[config.mk]
export PLATFORM = sky130hd
export DESIGN_NAME = bitmap_font_quad_layout_top
export DESIGN_NICKNAME = d
export VERILOG_FILES = /design/src/sv/bfql_pkg.sv /design/src/sv/bitmap_font_quad_layout_top.sv
export SDC_FILE = /design/constraint.sdc
export NUM_CORES = 2
export LEC_CHECK = 0
export BUFFER_PORTS_ARGS = -buffer_cell sky130_fd_sc_hd__clkbuf_2
export CORE_MARGIN = 4
export CORE_UTILIZATION = 43
export CTS_CLUSTER_SIZE = 10
export DETAILED_ROUTE_END_ITERATION = 10
export PLACE_DENSITY_LB_ADDON = 0.15
export RECOVER_POWER = 100
export SLEW_MARGIN = 40
export SYNTH_ARGS = -nofsm -noshare
export SYNTH_HDL_FRONTEND = slang
export SYNTH_SLANG_ARGS = --single-unit
[constraint.sdc]
create_clock -name clk_i -period 11.8 [get_ports clk_i]
set_clock_uncertainty 0.05 [all_clocks]
set_input_delay 0.59 -clock clk_i [delete_from_list [all_inputs] [get_ports clk_i]]
set_output_delay 0.59 -clock clk_i [all_outputs]
set_load 0.02 [all_outputs]
[src/sv/bfql_pkg.sv]
// Package for the bitmap font quad layout block: payload structs and codes.
// Used by bitmap_font_quad_layout_top and its checker; depends on nothing.
package bfql_pkg;

  localparam int unsigned CfgIdxW    = 2;
  localparam int unsigned CfgDataW   = 8;

  localparam logic [CfgIdxW-1:0] CfgSpaceAdvance = 2'd0;
  localparam logic [CfgIdxW-1:0] CfgFontHeight   = 2'd1;

  localparam logic CmdLoad = 1'b0;
  localparam logic CmdChar = 1'b1;

  localparam logic KindVertex = 1'b0;
  localparam logic KindLength = 1'b1;

  localparam logic [7:0] FirstCode = 8'd32;

  localparam logic [7:0] SpaceAdvanceReset = 8'd3;
  localparam logic [7:0] FontHeightReset   = 8'd16;

  // Result index within one character: six corners, then the length report.
  localparam logic [2:0] VtxTopLeftA  = 3'd0;
  localparam logic [2:0] VtxBotRightA = 3'd1;
  localparam logic [2:0] VtxBotLeft   = 3'd2;
  localparam logic [2:0] VtxTopLeftB  = 3'd3;
  localparam logic [2:0] VtxTopRight  = 3'd4;
  localparam logic [2:0] VtxBotRightB = 3'd5;
  localparam logic [2:0] ResLength    = 3'd6;

  typedef struct packed {
    logic               command;
    logic [6:0]         glyph_slot;
    logic [15:0]        tex_left;
    logic [15:0]        tex_right;
    logic [7:0]         glyph_width;
    logic [7:0]         char_code;
    logic               first_char;
    logic signed [15:0] start_x;
    logic signed [15:0] start_y;
    logic               last_char;
  } in_t;

  typedef struct packed {
    logic               result_kind;
    logic signed [15:0] pos_x;
    logic signed [15:0] pos_y;
    logic [15:0]        tex_u;
    logic               tex_v;
    logic [15:0]        line_length;
    logic               last;
  } out_t;

  typedef struct packed {
    logic [15:0] left;
    logic [15:0] right;
    logic [7:0]  width;
  } glyph_t;

endpackage

[src/sv/bitmap_font_quad_layout_top.sv]
// Bitmap font quad layout: glyph table, pen tracking and vertex sequencer.
// Depends on bfql_pkg for the payload structs and codes.
//
//  channel | direction | handshake         | payload
//  --------+-----------+-------------------+---------------------------------
//  in      | input     | in_valid/in_stall | bfql_pkg::in_t  (load or char)
//  out     | output    | out_valid/stall   | bfql_pkg::out_t (vertex/length)
//  cfg     | input     | cfg_valid/ready   | cfg_index, cfg_data (8 bit)
//
// A load gives no result. A printable character gives six vertex transfers,
// one per cycle while the output does not stall, plus a length report when it
// ends a line; spaces, ignored codes and loads give no vertices. The pen stage
// can hold the next character while the sequencer is still busy with the last.
// The glyph table read and the pen stage take a character in together; its first
// result comes from the sequencer register. Reset clears pen, length and all valid
// flags; the glyph table has no reset. Stalls back up through sequencer and pen stage.
module bitmap_font_quad_layout_top #(
  parameter int unsigned GLYPH_COUNT = 95
) (
  input  logic                                clk_i,
  input  logic                                rst_ni,
  input  logic                                in_valid_i,
  output logic                                in_stall_o,
  input  bfql_pkg::in_t                       in_data_i,
  output logic                                out_valid_o,
  input  logic                                out_stall_i,
  output bfql_pkg::out_t                      out_data_o,
  input  logic                                cfg_valid_i,
  output logic                                cfg_ready_o,
  input  logic [bfql_pkg::CfgIdxW-1:0]        cfg_index_i,
  input  logic [bfql_pkg::CfgDataW-1:0]       cfg_data_i
);
  import bfql_pkg::*;

  localparam int unsigned IdxW = (GLYPH_COUNT > 1) ? $clog2(GLYPH_COUNT) : 1;
  localparam logic [8:0]  GlyphCountW = 9'(GLYPH_COUNT);

  function automatic logic signed [15:0] sat_s16(input logic signed [17:0] v);
    if (v > 18'sd32767) begin
      return 16'sh7fff;
    end else if (v < -18'sd32768) begin
      return 16'sh8000;
    end
    return v[15:0];
  endfunction

  // ---------------------------------------------------------------------
  // Configuration registers; the port never stalls.
  // ---------------------------------------------------------------------
  logic [7:0] space_adv_q, font_height_q;

  assign cfg_ready_o = 1'b1;

  always_ff @(posedge clk_i or negedge rst_ni) begin
    if (!rst_ni) begin
      space_adv_q   <= SpaceAdvanceReset;
      font_height_q <= FontHeightReset;
    end else if (cfg_valid_i) begin
      case (cfg_index_i)
        CfgSpaceAdvance: space_adv_q   <= cfg_data_i;
        CfgFontHeight:   font_height_q <= cfg_data_i;
        default:         ;
      endcase
    end
  end

  // ---------------------------------------------------------------------
  // Input decode and glyph table
  // ---------------------------------------------------------------------
  logic       in_xfer;
  logic       in_is_char, in_is_load_ok;
  logic [7:0] in_code_off;
  logic       in_is_glyph, in_is_space;
  logic [7:0] load_slot8;

  assign in_xfer       = in_valid_i && !in_stall_o;
  assign in_is_char    = (in_data_i.command == CmdChar);
  assign load_slot8    = {1'b0, in_data_i.glyph_slot};
  assign in_is_load_ok = !in_is_char && ({1'b0, load_slot8} < GlyphCountW);
  assign in_code_off   = in_data_i.char_code - FirstCode;
  assign in_is_space   = (in_data_i.char_code == FirstCode);
  assign in_is_glyph   = (in_data_i.char_code > FirstCode) &&
                         ({1'b0, in_code_off} < GlyphCountW);

  glyph_t glyph_mem [GLYPH_COUNT];
  glyph_t glyph_rd_q;

  // Write on the load transfer, read on the char transfer: a char right after
  // a load to the same slot sees the new entry.
  always_ff @(posedge clk_i) begin
    if (in_xfer && in_is_load_ok) begin
      glyph_mem[load_slot8[IdxW-1:0]] <= '{left:  in_data_i.tex_left,
                                           right: in_data_i.tex_right,
                                           width: in_data_i.glyph_width};
    end
  end

  always_ff @(posedge clk_i) begin
    if (in_xfer && in_is_char && in_is_glyph) begin
      glyph_rd_q <= glyph_mem[in_code_off[IdxW-1:0]];
    end
  end

  // ---------------------------------------------------------------------
  // Pen stage: holds one char item, updates pen and length when it leaves.
  // ---------------------------------------------------------------------
  logic        b_valid_q, b_glyph_q, b_space_q;
  in_t         b_item_q;
  logic        b_go;

  logic               c_valid_q;
  logic               c_done;

  logic signed [15:0] pen_x_q, pen_y_q;
  logic [15:0]        len_q;

  logic signed [15:0] px0, py0;
  logic [15:0]        len0;
  logic [8:0]         adv;
  logic signed [15:0] pen_x_d;
  logic [16:0]        len_sum;
  logic [15:0]        len_d;
  logic signed [15:0] xr, yb;
  logic               b_to_c;

  assign b_go       = !c_valid_q || c_done;
  assign in_stall_o = b_valid_q && !b_go;

  always_ff @(posedge clk_i or negedge rst_ni) begin
    if (!rst_ni) begin
      b_valid_q <= 1'b0;
    end else if (in_xfer && in_is_char) begin
      b_valid_q <= 1'b1;
    end else if (b_go) begin
      b_valid_q <= 1'b0;
    end
  end

  always_ff @(posedge clk_i) begin
    if (in_xfer && in_is_char) begin
      b_item_q  <= in_data_i;
      b_glyph_q <= in_is_glyph;
      b_space_q <= in_is_space;
    end
  end

  always_comb begin
    px0  = b_item_q.first_char ? b_item_q.start_x : pen_x_q;
    py0  = b_item_q.first_char ? b_item_q.start_y : pen_y_q;
    len0 = b_item_q.first_char ? 16'd0 : len_q;
    adv  = 9'd0;
    if (b_space_q) begin
      adv = {1'b0, space_adv_q};
    end else if (b_glyph_q) begin
      adv = {1'b0, glyph_rd_q.width} + 9'd1;
    end
    pen_x_d = sat_s16(18'(px0) + 18'(signed'({1'b0, adv})));
    len_sum = {1'b0, len0} + {8'd0, adv};
    len_d   = len_sum[16] ? 16'hffff : len_sum[15:0];
    xr      = sat_s16(18'(px0) + 18'(signed'({1'b0, glyph_rd_q.width})));
    yb      = sat_s16(18'(py0) - 18'(signed'({1'b0, font_height_q})));
  end

  always_ff @(posedge clk_i or negedge rst_ni) begin
    if (!rst_ni) begin
      pen_x_q <= '0;
      pen_y_q <= '0;
      len_q   <= '0;
    end else if (b_valid_q && b_go) begin
      pen_x_q <= pen_x_d;
      pen_y_q <= py0;
      len_q   <= len_d;
    end
  end

  // Only items that produce results enter the sequencer.
  assign b_to_c = b_valid_q && b_go && (b_glyph_q || b_item_q.last_char);

  // ---------------------------------------------------------------------
  // Result sequencer: one transfer per cycle while the output does not stall, from a registered quad.
  // ---------------------------------------------------------------------
  logic [2:0]         c_idx_q;
  logic               c_has_len_q;
  logic signed [15:0] c_xl_q, c_xr_q, c_yt_q, c_yb_q;
  logic [15:0]        c_left_q, c_right_q, c_len_q;
  logic               c_last;

  assign c_last = (c_idx_q == ResLength) || ((c_idx_q == VtxBotRightB) && !c_has_len_q);
  assign c_done = c_valid_q && !out_stall_i && c_last;

  always_ff @(posedge clk_i or negedge rst_ni) begin
    if (!rst_ni) begin
      c_valid_q <= 1'b0;
      c_idx_q   <= VtxTopLeftA;
    end else if (b_to_c) begin
      c_valid_q <= 1'b1;
      c_idx_q   <= b_glyph_q ? VtxTopLeftA : ResLength;
    end else if (c_valid_q && !out_stall_i) begin
      // advance through the corners; drop the item after its last result
      if (c_last) begin
        c_valid_q <= 1'b0;
      end else begin
        c_idx_q <= c_idx_q + 3'd1;
      end
    end
  end

  always_ff @(posedge clk_i) begin
    if (b_to_c) begin
      c_has_len_q <= b_item_q.last_char;
      c_xl_q      <= px0;
      c_xr_q      <= xr;
      c_yt_q      <= py0;
      c_yb_q      <= yb;
      c_left_q    <= glyph_rd_q.left;
      c_right_q   <= glyph_rd_q.right;
      c_len_q     <= len_d;
    end
  end

  assign out_valid_o = c_valid_q;

  always_comb begin
    out_data_o             = '0;
    out_data_o.result_kind = KindVertex;
    out_data_o.last        = c_last;
    case (c_idx_q)
      VtxTopLeftA, VtxTopLeftB: begin
        out_data_o.pos_x = c_xl_q;
        out_data_o.pos_y = c_yt_q;
        out_data_o.tex_u = c_left_q;
        out_data_o.tex_v = 1'b0;
      end
      VtxBotRightA, VtxBotRightB: begin
        out_data_o.pos_x = c_xr_q;
        out_data_o.pos_y = c_yb_q;
        out_data_o.tex_u = c_right_q;
        out_data_o.tex_v = 1'b1;
      end
      VtxBotLeft: begin
        out_data_o.pos_x = c_xl_q;
        out_data_o.pos_y = c_yb_q;
        out_data_o.tex_u = c_left_q;
        out_data_o.tex_v = 1'b1;
      end
      VtxTopRight: begin
        out_data_o.pos_x = c_xr_q;
        out_data_o.pos_y = c_yt_q;
        out_data_o.tex_u = c_right_q;
        out_data_o.tex_v = 1'b0;
      end
      ResLength: begin
        out_data_o.result_kind = KindLength;
        out_data_o.line_length = c_len_q;
      end
      default: ;
    endcase
  end

endmodule

==> After elaboration in Yosys (flattened, before gate mapping) <==
Memories as Yosys holds them, arrays and structs flattened. A register that Yosys moved wholly into a read port is not among the register bits.
Index checks and enable logic that the tools add are counted.
{ "word_totals": {"mem_bits_rw": 3800, "regBits": 218, "memories": 1} }
{ "classes": {"addsub": 7, "muxes": 35, "eq_ne": 9, "magnitude_cmp": 9, "n_reduce_logical": 32} }
{ "mem_list": {"columns": ["name", "words", "width", "rd", "rd_clocked_by_memory_dff", "wr", "line_no", "text"], "rows": [
  ["glyph_mem", 95, 40, 1, 1, 1, "bitmap_font_quad_layout_top.sv:85", "glyph_t glyph_mem [GLYPH_COUNT];"]
]} }
{ "op_table": {"columns": ["op", "count"], "rows": [
  ["$mux 16", 14],
  ["$pmux 49 s4", 1],
  ["$gt 17x16->1 const B", 3],
  ["$lt 17x16->1 const B", 3],
  ["$add 16x9->17", 2],
  ["$mux 9", 2],
  ["$add 16x10->17", 1],
  ["$sub 16x9->17", 1],
  ["$mux 1", 14],
  ["$logic_and 1x1->1", 12],
  ["$mux 3", 4],
  ["$add 8x1->9 const B", 1],
  ["$eq 3x3->1 const B", 3],
  ["$eq 8x6->1 const B", 1],
  ["$gt 8x6->1 const B", 1],
  ["$lt 8x7->1 const B", 1],
  ["$reduce_and 2->1", 4],
  ["$sub 8x6->8 const B", 1],
  ["$lt 7x7->1 const B", 1],
  ["$eq 3x2->1 const B", 2],
  ["$logic_not 1->1", 6],
  ["$reduce_bool 2->1", 3],
  ["$reduce_or 2->1", 2],
  ["$add 3x1->3 const B", 1],
  ["other kinds (6)", 8]
]} }

==> Longest topological paths before layout <==
{ "depth": {"word_depth": 12, "depth_mapped": 16, "ltp_nobuf": 11} }

==> Worst setup path after synthesis <==
Ideal clock, no wire load.
{ "synth_timing": {"path_kind": "in2reg", "start": "in in_data_i[39] in the netlist's numbering", "end": "reg glyph_rd_q[0] (netlist name)", "setup_time_ns": 0.487, "path_stages": 7, "arrival_ns": 4.744, "n_path_buf": 3, "slack_ns": 6.519, "cell_sequence": "clkinv_1 -> clkbuf_1 -> ha_1 -> clkbuf_1 -> clkbuf_1 -> a21oi_1 -> nor3_1"} }
{ "synth_between": {"elab_chain_len": 4, "elab_cells_between_ends": 5, "cone_classes": "add/sub: 1; order compare: 2; reduce/logical: 2"} }
{ "synth_lines": {"columns": ["element", "line_no", "text"], "rows": [
  ["from (decl)", "bitmap_font_quad_layout_top.sv:24", "input bfql_pkg::in_t in_data_i,"],
  ["$sub 8x6->8", "bitmap_font_quad_layout_top.sv:80", "assign in_code_off = in_data_i.char_code - FirstCode;"],
  ["$lt 8x7->1", "bitmap_font_quad_layout_top.sv:83", "({1'b0, in_code_off} < GlyphCountW);"],
  ["$logic_and 1x1->1", "bitmap_font_quad_layout_top.sv:82", "assign in_is_glyph = (in_data_i.char_code > FirstCode) &&"],
  ["$logic_and 1x1->1", "bitmap_font_quad_layout_top.sv:99", "if (in_xfer && in_is_char && in_is_glyph) begin"]
]} }
Several ways; a longest one is shown, not always the timed one.
A chain may end at the register's enable or synchronous reset.

==> Final worst setup path <==
{ "layout_timing": {"start": "in in_data_i[37] in the netlist's numbering", "end": "reg glyph_rd_q[5] (netlist name)"} }
{ "layout_between": {"elab_chain_len": 4, "elab_cells_between_ends": 5, "cone_classes": "add/sub: 1; order compare: 2; reduce/logical: 2"} }
{ "layout_lines": {"columns": ["element", "line_no"], "rows": [
  ["$sub 8x6->8", "bitmap_font_quad_layout_top.sv:80"],
  ["$lt 8x7->1", "bitmap_font_quad_layout_top.sv:83"],
  ["$logic_and 1x1->1", "bitmap_font_quad_layout_top.sv:82"],
  ["$logic_and 1x1->1", "bitmap_font_quad_layout_top.sv:99"]
]} }
Several ways; a longest one is shown, not always the timed one.

==> impl_metrics.json <==
{
  "slowest_delay_ns": 2.83,
  "core_area_um2": 362500,
  "clkPwrFrac_pct": 38.8,
  "ys_warn_count": 0,
  "tightest_slew_ns": 5.318,
  "antenna_found_initial": 57,
  "switching_share_pct": 23.67,
  "crit_chain": "clkbuf_1 > clkbuf_1 > or2_2 > nor3_1 > nand3_1 > o21ai_0 > nor3_1 > clkbuf_1",
  "synth-simple-area-share_pct": 1.690,
  "max_freq_mhz": 116.3,
  "status": "finished, violations left",
  "p_per_area_nw_per_um2": 177.8,
  "synth_top_cell_by_area": "edfxtp_1",
  "yosysMostFrequentCell": "edfxtp_1",
  "hold_viol_final": 0,
  "grt_pass1_vias": 78670,
  "start_util_pct": 43.20,
  "drc": 0,
  "cp_max_fo": 39,
  "drive_gt1_share_pct": 23.40,
  "dieWidth_um": 611.5,
  "drt_wl_total_um": 459100,
  "htreeDepth": 5,
  "die_y_um": 611.5,
  "p_leak_nw": 54.67,
  "synthAdderAreaFrac_pct": 0.3787,
  "synth_nets": 7230,
  "rsz0062_at_grt": "false",
  "io_pins": 175,
  "dp_hpwl_um": 255500,
  "port-buffer-count": 173,
  "synth.area.top_cells": "edfxtp_1 76%, mux4_2 14%, dfrtp_1 1.1%",
  "dr.first_iter.drc_count": 9966,
  "cts_buffers": 453,
  "avgSynthCellArea_um2": 22.12,
  "netlist.area_leader.share_pct": 76.49,
  "cts_root_buffer": "clkbuf_16",
  "violations": "capacitance limit, slew limit",
  "cts-resized-gates": 0,
  "place_ws_ns": 6.572,
  "multiInputGateArea_um2": 33940,
  "relSlewSlack_pct": -254.5,
  "worstSetupPathType": "in -> reg",
  "worst_slack_ns": 3.200,
  "synth-compound-area-share_pct": 3.289,
  "peakVddDrop_v": 0.0001331,
  "cap_violations": 198,
  "min_period_over_period_pct": 72.88,
  "num_vias": 77310,
  "fp-row-count": 221,
  "worst_ep_required_time_ns": 12.21,
  "crit_top_cell": "clkbuf_1",
  "grt.total_usage_pct": 24.38,
  "crit_arrival_ns": 9.01,
  "nFillCells": 29220,
  "finalSetupTns_ns": 0,
  "p_comb_share_pct": 9.4,
  "power.internal_mw": 23.99,
  "synth_xor_area_share_pct": 0.2293,
  "crit_buf_inv": 3,
  "grt-ovfl-total": 0,
  "clk_pin_slew_ns": 0.06,
  "ys_seq_area_share_pct": 77.60,
  "p_switching_mw": 7.441,
  "insertion_delay_ns": 0.99,
  "finalCriticalPeriod_ns": 8.600,
  "synthTopCellsByCount": "3,989 x edfxtp_1, 993 x mux4_2, 204 x clkbuf_1, 195 x a22oi_1, 179 x a21oi_1",
  "seq_area_um2": 121500,
  "crit_path_end_kind": "flop",
  "fin_util_pct": 48.77,
  "synth.distinct_cells": 70,
  "grt_pass1_wl_um": 636100,
  "min_path_type": "in -> reg",
  "drt.antenna.violating_nets": 0,
  "synth_ff_type": "edfxtp_1",
  "final_max_slew_viol_count": 7979,
  "ys_ff_latch": 4058,
  "seqPwrFrac_pct": 51.8,
  "synthMuxAreaShare_pct": 15.51,
  "die_area_um2": 373900,
  "start_kind": "primary input",
  "via_per_inst": 6.149,
  "routedWlPerCell_um": 36.51,
  "grt_max_degree": 125,
  "layout.nets": 7811,
  "synthesis.area_um2": 156600,
  "first_pass_iters": 6,
  "syn_to_final_growth_pct": 12.91,
  "synth_cells": 7080,
  "crit_family": "buffers and inverters",
  "gp_congestion": 0.8379,
  "clock-sinks": 4058,
  "synth_top_family_by_area": "multiplexers",
  "synth-edff-count": 3989,
  "async_flop_share_pct": 1.700,
  "cts_tree": "yes",
  "setup_violations": 0,
  "clk_path_buf_depth": 4,
  "critical-path-slowest-cell": "clkbuf_1",
  "holdWs_ns": 0.1077
}
==> area by class of cell <==
| cell class | instances | share of cell area [%] |
|---|---|---|
| Antenna cell | 10 | 0.01415 |
| Clock buffer | 523 | 6.620 |
| Clock inverter | 40 | 0.2279 |
| Inverter | 47 | 0.1012 |
| Multi-Input combinational cell | 2582 | 19.19 |
| Sequential cell | 4058 | 68.73 |
| Tap cell | 4794 | 3.393 |
| Timing Repair Buffer | 519 | 1.723 |
==> stage by stage <==
stage / cells / cell area, um^2 / power (mW)
after detailed placement: 11930 / 165600 / 19.54
after CTS: 12560 / 178400 / 31.72
after global routing: 12570 / 176800 / 32.48
after global placement: 11890 / 164500 / 19.47
final: 12570 / 176800 / 31.43
after floorplan: 7080 / 156600 / 18.19
==> worst min-delay path, stage by stage <==
cell and delay [ns]:
clkbuf_2 0.09, inv_1 0.09, o211a_1 0.15, o21ai_0 0.13
==> power groups by stage <==
stage / registers (mW) / clock network (mW) / logic, mW
global placement: 16.5 / 0 / 2.94
finish: 16.3 / 12.2 / 2.95
global route: 16.3 / 13.0 / 3.15
CTS: 16.2 / 12.4 / 3.04
floorplan: 16.5 / 0 / 1.71
detailed placement: 16.5 / 0 / 3.01
==> placed cells by master (no fill, tap or decap), drive strengths merged, types with 7 or more instances in the layout <==
cell,instances
nand2,173
o21a,16
nand4,15
buf,108
mux2i,137
edfxtp,3989
nor4,30
a31oi,12
xor2,19
dlygate4sd3,67
ha,41
clkinv,27
nand2b,13
nor3,21
and3,26
diode,10
or2,7
clkbuf,867
o221ai,30
a21oi,179
o22ai,12
xnor2,22
nor2,147
a211oi,72
dfrtp,66
a22o,49
mux2,49
o211ai,16
a21o,11
nor2b,70
inv,58
nand3,28
o21ai,105
o31ai,7
a22oi,195
mux4,993
a41oi,29
==> state kept, by name, summed over array words and instances, names as in the netlist, 3 cells and up <==
register and cells:
c_xl_q 16, glyph_mem 3800, space_adv_q 8, c_len_q 16, pen_x_q 16, c_left_q 16
c_yt_q 16, c_idx_q 3, pen_y_q 16, glyph_rd_q 40, c_yb_q 16, b_item_q 34
len_q 16, c_right_q 16, font_height_q 8, c_xr_q 16
==> per-layer routing <==
metal,vias to the layer above,track usage (%),share of wire (%)
met2,3565,39.99,48
met5,-,0,0.019
met3,689,4.492,8.7
li1,31010,-,-
met4,14,8.013,3.9
met1,42040,33.15,39
==> cell families (layout without fill, tap and decap cells) <==
| family | Yosys count | count (layout) |
|---|---|---|
| AO/OA/AOI/OAI | 761 | 761 |
| AND/OR/NAND/NOR | 555 | 555 |
| flip-flops | 4058 | 4058 |
| other | 1 | 11 |
| XOR/XNOR | 41 | 41 |
| buffers and inverters | 440 | 1129 |
| multiplexers | 1179 | 1179 |
| adder cells (fa/ha/maj) | 45 | 45 |
==> repair_timing <==
action / CTS / global route
hold endpoints to repair: 453 / 0
hold buffers: 67 / 0
endpoints found under the setup margin: 0 / 0
buffers inserted: 0 / 0
==> path summary, 6_finish.rpt <==
check                                         start                          end  slack [ns]  depth (start not counted)
hold reg to reg            glyph_rd_q[11]$_DFFE_PP_       c_right_q[3]$_DFFE_PP_        0.37                          0
min in group asynchronous                    rst_ni      pen_x_q[15]$_DFFE_PN0P_        1.59                          2
setup / recovery                      in_data_i[37]      glyph_rd_q[5]$_DFFE_PP_        3.20                          8
max in group asynchronous                    rst_ni       pen_y_q[3]$_DFFE_PN0P_        7.78                          2
setup reg to reg             c_idx_q[0]$_DFFE_PN0P_  glyph_mem[49][10]$_DFFE_PP_        3.59                          9
hold / removal                          out_stall_i      out_valid_o$_DFFE_PN0P_        0.11                          4
(Power assumes the default switching activity.)
